--- src/rtl/acif_pkg.sv ---
// Package for the asymmetric compensation IIR filter core.
// Holds field widths, the operation codes, the controller states and the
// command and status structs between controller and datapath. No dependencies.
package acif_pkg;

    localparam int SMP_W  = 24;   // Q1.23 samples
    localparam int COEF_W = 32;   // Q8.24 coefficients
    localparam int PROD_W = SMP_W + COEF_W;
    localparam int FRAC_W = 24;   // coefficient fraction bits dropped on rounding
    localparam int CH_W   = 2;
    localparam int IDX_W  = 4;
    localparam int OP_W   = 2;
    localparam int STG_W  = 3;

    localparam logic [STG_W-1:0] STAGES_RST = 3'd4;

    typedef enum logic [OP_W-1:0] {
        OP_FILTER   = 2'd0,
        OP_LOAD_NUM = 2'd1,
        OP_LOAD_DEN = 2'd2
    } t_op;

    typedef enum logic [2:0] {
        ST_CLEAR,
        ST_IDLE,
        ST_NUM,
        ST_DEN,
        ST_DRAIN1,
        ST_DRAIN2,
        ST_ROUND,
        ST_FINISH
    } t_state;

    typedef struct packed {
        logic clear_step;   // clear one history entry
        logic start;        // sample word accepted
        logic load_num;     // write numerator coefficient
        logic load_den;     // write denominator coefficient
        logic issue;        // issue one tap read
        logic round;        // round the accumulator
        logic finish;       // saturate and present the result
    } t_dp_cmd;

    typedef struct packed {
        logic clear_done;   // last history entry being cleared
        logic last_step;    // last tap of the current pass being issued
        logic out_free;     // output register can take a word
    } t_dp_stat;

endpackage

--- src/rtl/acif_ctrl.sv ---
// Controller of the IIR filter core: sequences history clearing, loads,
// the numerator and denominator passes, rounding and result hand-off.
// Depends on acif_pkg.
module acif_ctrl
    import acif_pkg::*;
#(
    parameter int CHANNELS   = 4,
    parameter int MAX_STAGES = 4
) (
    input  logic             i_clk,
    input  logic             i_rst_n,
    input  logic             i_in_valid,
    output logic             o_in_stall,
    input  logic [OP_W-1:0]  i_operation,
    input  logic [CH_W-1:0]  i_channel,
    input  logic [IDX_W-1:0] i_coef_index,
    input  t_dp_stat         i_stat,
    output t_dp_cmd          o_cmd
);

    localparam int TAPS = 2 * MAX_STAGES + 1;

    t_state r_state;
    t_state n_state;
    logic   ch_ok;
    logic   idx_ok;
    logic   take;

    assign ch_ok  = int'(i_channel) < CHANNELS;
    assign idx_ok = int'(i_coef_index) < TAPS;
    assign take   = (r_state == ST_IDLE) && i_in_valid && ch_ok;

    always_ff @(posedge i_clk) begin
        if (!i_rst_n) begin
            r_state <= ST_CLEAR;
        end else begin
            r_state <= n_state;
        end
    end

    always_comb begin
        n_state = r_state;
        case (r_state)
            ST_CLEAR: begin
                if (i_stat.clear_done) n_state = ST_IDLE;
            end
            ST_IDLE: begin
                if (take && i_operation == OP_FILTER) n_state = ST_NUM;
            end
            ST_NUM: begin
                if (i_stat.last_step) n_state = ST_DEN;
            end
            ST_DEN: begin
                if (i_stat.last_step) n_state = ST_DRAIN1;
            end
            ST_DRAIN1: n_state = ST_DRAIN2;
            ST_DRAIN2: n_state = ST_ROUND;
            ST_ROUND:  n_state = ST_FINISH;
            ST_FINISH: begin
                if (i_stat.out_free) n_state = ST_IDLE;
            end
            default: n_state = ST_CLEAR;
        endcase
    end

    always_comb begin
        o_cmd      = '0;
        o_in_stall = 1'b1;
        case (r_state)
            ST_CLEAR: begin
                o_cmd.clear_step = 1'b1;
            end
            ST_IDLE: begin
                o_in_stall     = 1'b0;
                o_cmd.start    = take && i_operation == OP_FILTER;
                o_cmd.load_num = take && idx_ok && i_operation == OP_LOAD_NUM;
                o_cmd.load_den = take && idx_ok && i_operation == OP_LOAD_DEN;
            end
            ST_NUM, ST_DEN: begin
                o_cmd.issue = 1'b1;
            end
            ST_ROUND: begin
                o_cmd.round = 1'b1;
            end
            ST_FINISH: begin
                o_cmd.finish = 1'b1;
            end
            default: begin
                o_cmd = '0;
            end
        endcase
    end

endmodule

--- config.mk ---
export PLATFORM = sky130hd
export DESIGN_NAME = acif_ctrl
export DESIGN_NICKNAME = d
export VERILOG_FILES = /design/src/rtl/acif_pkg.sv /design/src/rtl/acif_ctrl.sv
export SDC_FILE = /design/constraint.sdc
export NUM_CORES = 1
export LEC_CHECK = 0
export BUFFER_PORTS_ARGS = -buffer_cell sky130_fd_sc_hd__buf_2
export CELL_PAD_IN_SITES_DETAIL_PLACEMENT = 1
export CELL_PAD_IN_SITES_GLOBAL_PLACEMENT = 1
export CORE_AREA = 2 2 39 41
export DETAILED_ROUTE_END_ITERATION = 10
export DIE_AREA = 0 0 41 43
export PLACE_DENSITY = 0.77
export SYNTH_ARGS = -nofsm -noshare
export SYNTH_HDL_FRONTEND = slang
export SYNTH_SLANG_ARGS = --single-unit
--- constraint.sdc ---
create_clock -name i_clk -period 5.6 [get_ports i_clk]
set_clock_uncertainty 0.15 [all_clocks]
set_input_delay 1.12 -clock i_clk [delete_from_list [all_inputs] [get_ports i_clk]]
set_output_delay 1.12 -clock i_clk [all_outputs]
set_load 0.01 [all_outputs]
==> key figures <==
CTS
  • Clock-pin slew on the worst setup and hold paths: 0.04 ns
  • CTS Buf Count: 3
  • Hold_buf cts: 0
  • Cts repair resizes: 0
  • Clock Tree Root: clkbuf_4
  • Post-CTS Repair Setup Buffers: 0
  • CTS tree: yes
  • Clock sink count: 3
  • Skew-Pair Late Insertion Delay: 0.24 ns
  • Max H-tree Level: 1
  • Clock Tree Buf Depth: 2

Critical path
  • RR Endpoint: r_state[1]
  • Worst Path Class, Setup: in2out
  • Crit end category: primary output
  • Crit-path max FO: 2
  • Critical Path RT: 4.33 ns
  • Critical R2R Launch: r_state[2]
  • Crit path launch type: input port
  • R2R cell count: 3
  • Worst EP arrival: 2.21 ns
  • R2R Setup Slk: 4.23 ns

Global routing
  • Antenna violations before repair: 0
  • Largest net degree at the start of global routing: 12
  • GRT Residual Overflow: 0
  • Global-route wire length before repair: 1.166 mm
  • Global-route usage over all layers: 10.73%
  • Vias in the first global route: 286

Min path
  • Min-Delay Endpoint: r_state[2]
  • Hold Path Origin: r_state[0]
  • Hold Crit Class: reg2reg
  • Worst Hold Depth: 2

Final layout
  • Regs by FF count: r_state x3
  • # diodes: 0
  • Synthesis-to-layout area growth: 43.38%
  • Layout cells sized above 1: 51.85%
  • Non-Filler Instances: 70
  • Max reg flops: 3
  • Most flops, register: r_state
  • Net count reported at finish: 69

STA
  • Fin Hold WS: 0.4683 ns
  • RSZ-0062 raised after global routing: no
  • Fin. Hold Viols: 0
  • Max Slew Vio Count: 0
  • Slew @ Worst Pin: 0.3772 ns
  • Setup TNS: 0 ns
  • Tmin final: 3.480 ns
  • Slew headroom: 74.21%
  • Final Setup Violations: 0
  • Period utilisation layout: 62.15%
  • Fmax: 287.3 MHz

Route
  • Vias/cell: 4.500
  • Post-route ant nets: 0
  • Vias: 315
  • DRC: 0
  • Final wirelength: 765 µm
  • Drt initial violations: 1
  • Drt first pass iters: 4
  • Wire length per cell: 10.93 µm

Yosys
  • Post-synth top area share: 21.92%
  • Synthesized Nets: 48
  • Synth async-reset ratio: 0%
  • Area of the mapped netlist: 274.0 µm²
  • Number of flops mapped to enable cells by yosys: 0
  • Post-synth top area cell: dfxtp_1
  • FF+latch count, synth: 3
  • Sequential-to-total area share from yosys stat: 21.92%
  • Yosys warnings: 0
  • Area contributors post-synth: dfxtp_1 22%, nor3b_2 9.1%, or3b_4 8.2%
  • Yosys cell types: 24
  • Synth top cells by count: 3 x dfxtp_1, 3 x nand2_1
  • Cells after Synth: 34
  • Synth Area per Inst: 8.059 µm²
  • Synth Flop Type: dfxtp_1

Die
  • Top Ports: 22
  • Die Width: 41 µm
  • Die Height: 43 µm
  • FP Rows: 14
  • CORE AREA: 0.001384 mm²
  • Starting Density: 19.80%
  • Die ar.: 0.001763 mm²

Outcome
  • Status: finished clean

Pwr
  • P_leak: 0.1724 nW
  • Pwr dens: 206.2 mW/mm²
  • Peak supply drop: 0.06074 mV

Placed design
  • IO buf count: 19
  • DP HPWL: 600.7 µm
  • GPL Wtd Cong: 0.6894
  • Placed cell count: 66

Job
  • Maximum Capacitance Violations: 0
==> cells by family after synthesis <==
| group | after synthesis | synth area share [%] |
|---|---|---|
| AO/OA/AOI/OAI | 9 | 21.47 |
| AND/OR/NAND/NOR | 17 | 42.93 |
| multiplexers | 1 | 4.109 |
| buffers and inverters | 4 | 9.587 |
| flip-flops | 3 | 21.92 |
==> metal layers <==
| layer | part of all wire, % | wire (µm) | track usage (%) | vias to the layer above |
|---|---|---|---|---|
| met2 | 53 | 404 | 15.63 | 10 |
| met4 | 2.5 | 19 | 12.00 | 0 |
| li1 | - | - | - | 163 |
| met1 | 38 | 294 | 10.58 | 139 |
| met3 | 6.0 | 46 | 3.141 | 3 |
| met5 | 0 | 0 | 0 | - |
==> where the power goes <==
group,total (mW),internal (mW),switching [mW]
registers,0.0246,0.0225,0.00214
logic,0.0157,0.00893,0.00676
clock network,0.0407,0.0269,0.0138
==> worst max-delay path: stages <==
cell and delay (ns):
buf_2 0.10, o31a_1 0.28, or3b_4 0.40, nor3b_2 0.17, buf_2 0.14
==> how the worst max path moves through the flow <==
stage               startpoint        to  slack, ns
2_1_floorplan  i_coef_index[2]  o_cmd[4]       2.29
3_3_place_gp   i_coef_index[2]  o_cmd[4]       2.12
3_5_place_dp   i_coef_index[2]  o_cmd[4]       2.12
4_1_cts        i_coef_index[2]  o_cmd[4]       2.11
5_1_grt        i_coef_index[2]  o_cmd[4]       2.07
6_report       i_coef_index[2]  o_cmd[4]       2.12
==> area by class of cell <==
cell class	instances	area (µm²)
fillers	190	991.0
multi-input cells	27	187.7
repair buffers	19	95.09
flip-flops and latches	3	60.06
clock buffers	4	26.28
well taps	16	20.02
inverters	1	3.754
==> cells in the final DEF (no fill, tap or decap), types with 2 or more instances in the layout <==
cell type / n
dfxtp_1: 3
or3b_4: 2
clkbuf_4: 3
o21ai_0: 2
nand2_1: 3
nor3b_2: 2
nor3_1: 2
buf_2: 19
nor2_1: 2
a21oi_1: 2
==> through the flow <==
step / instance area, µm² / util (%) / worst slack, ns / total power, mW
finish: 392.9 / 28.39 / 2.120 / 0.08100
global route: 392.9 / 28.39 / 2.068 / 0.08641
CTS: 392.9 / 28.39 / 2.114 / 0.08254
detailed placement: 366.6 / 26.49 / 2.116 / 0.04077
global placement: 366.6 / 26.49 / 2.115 / 0.04025
floorplan: 274.0 / - / 2.290 / 0.03385
(Power assumes the default switching activity.)
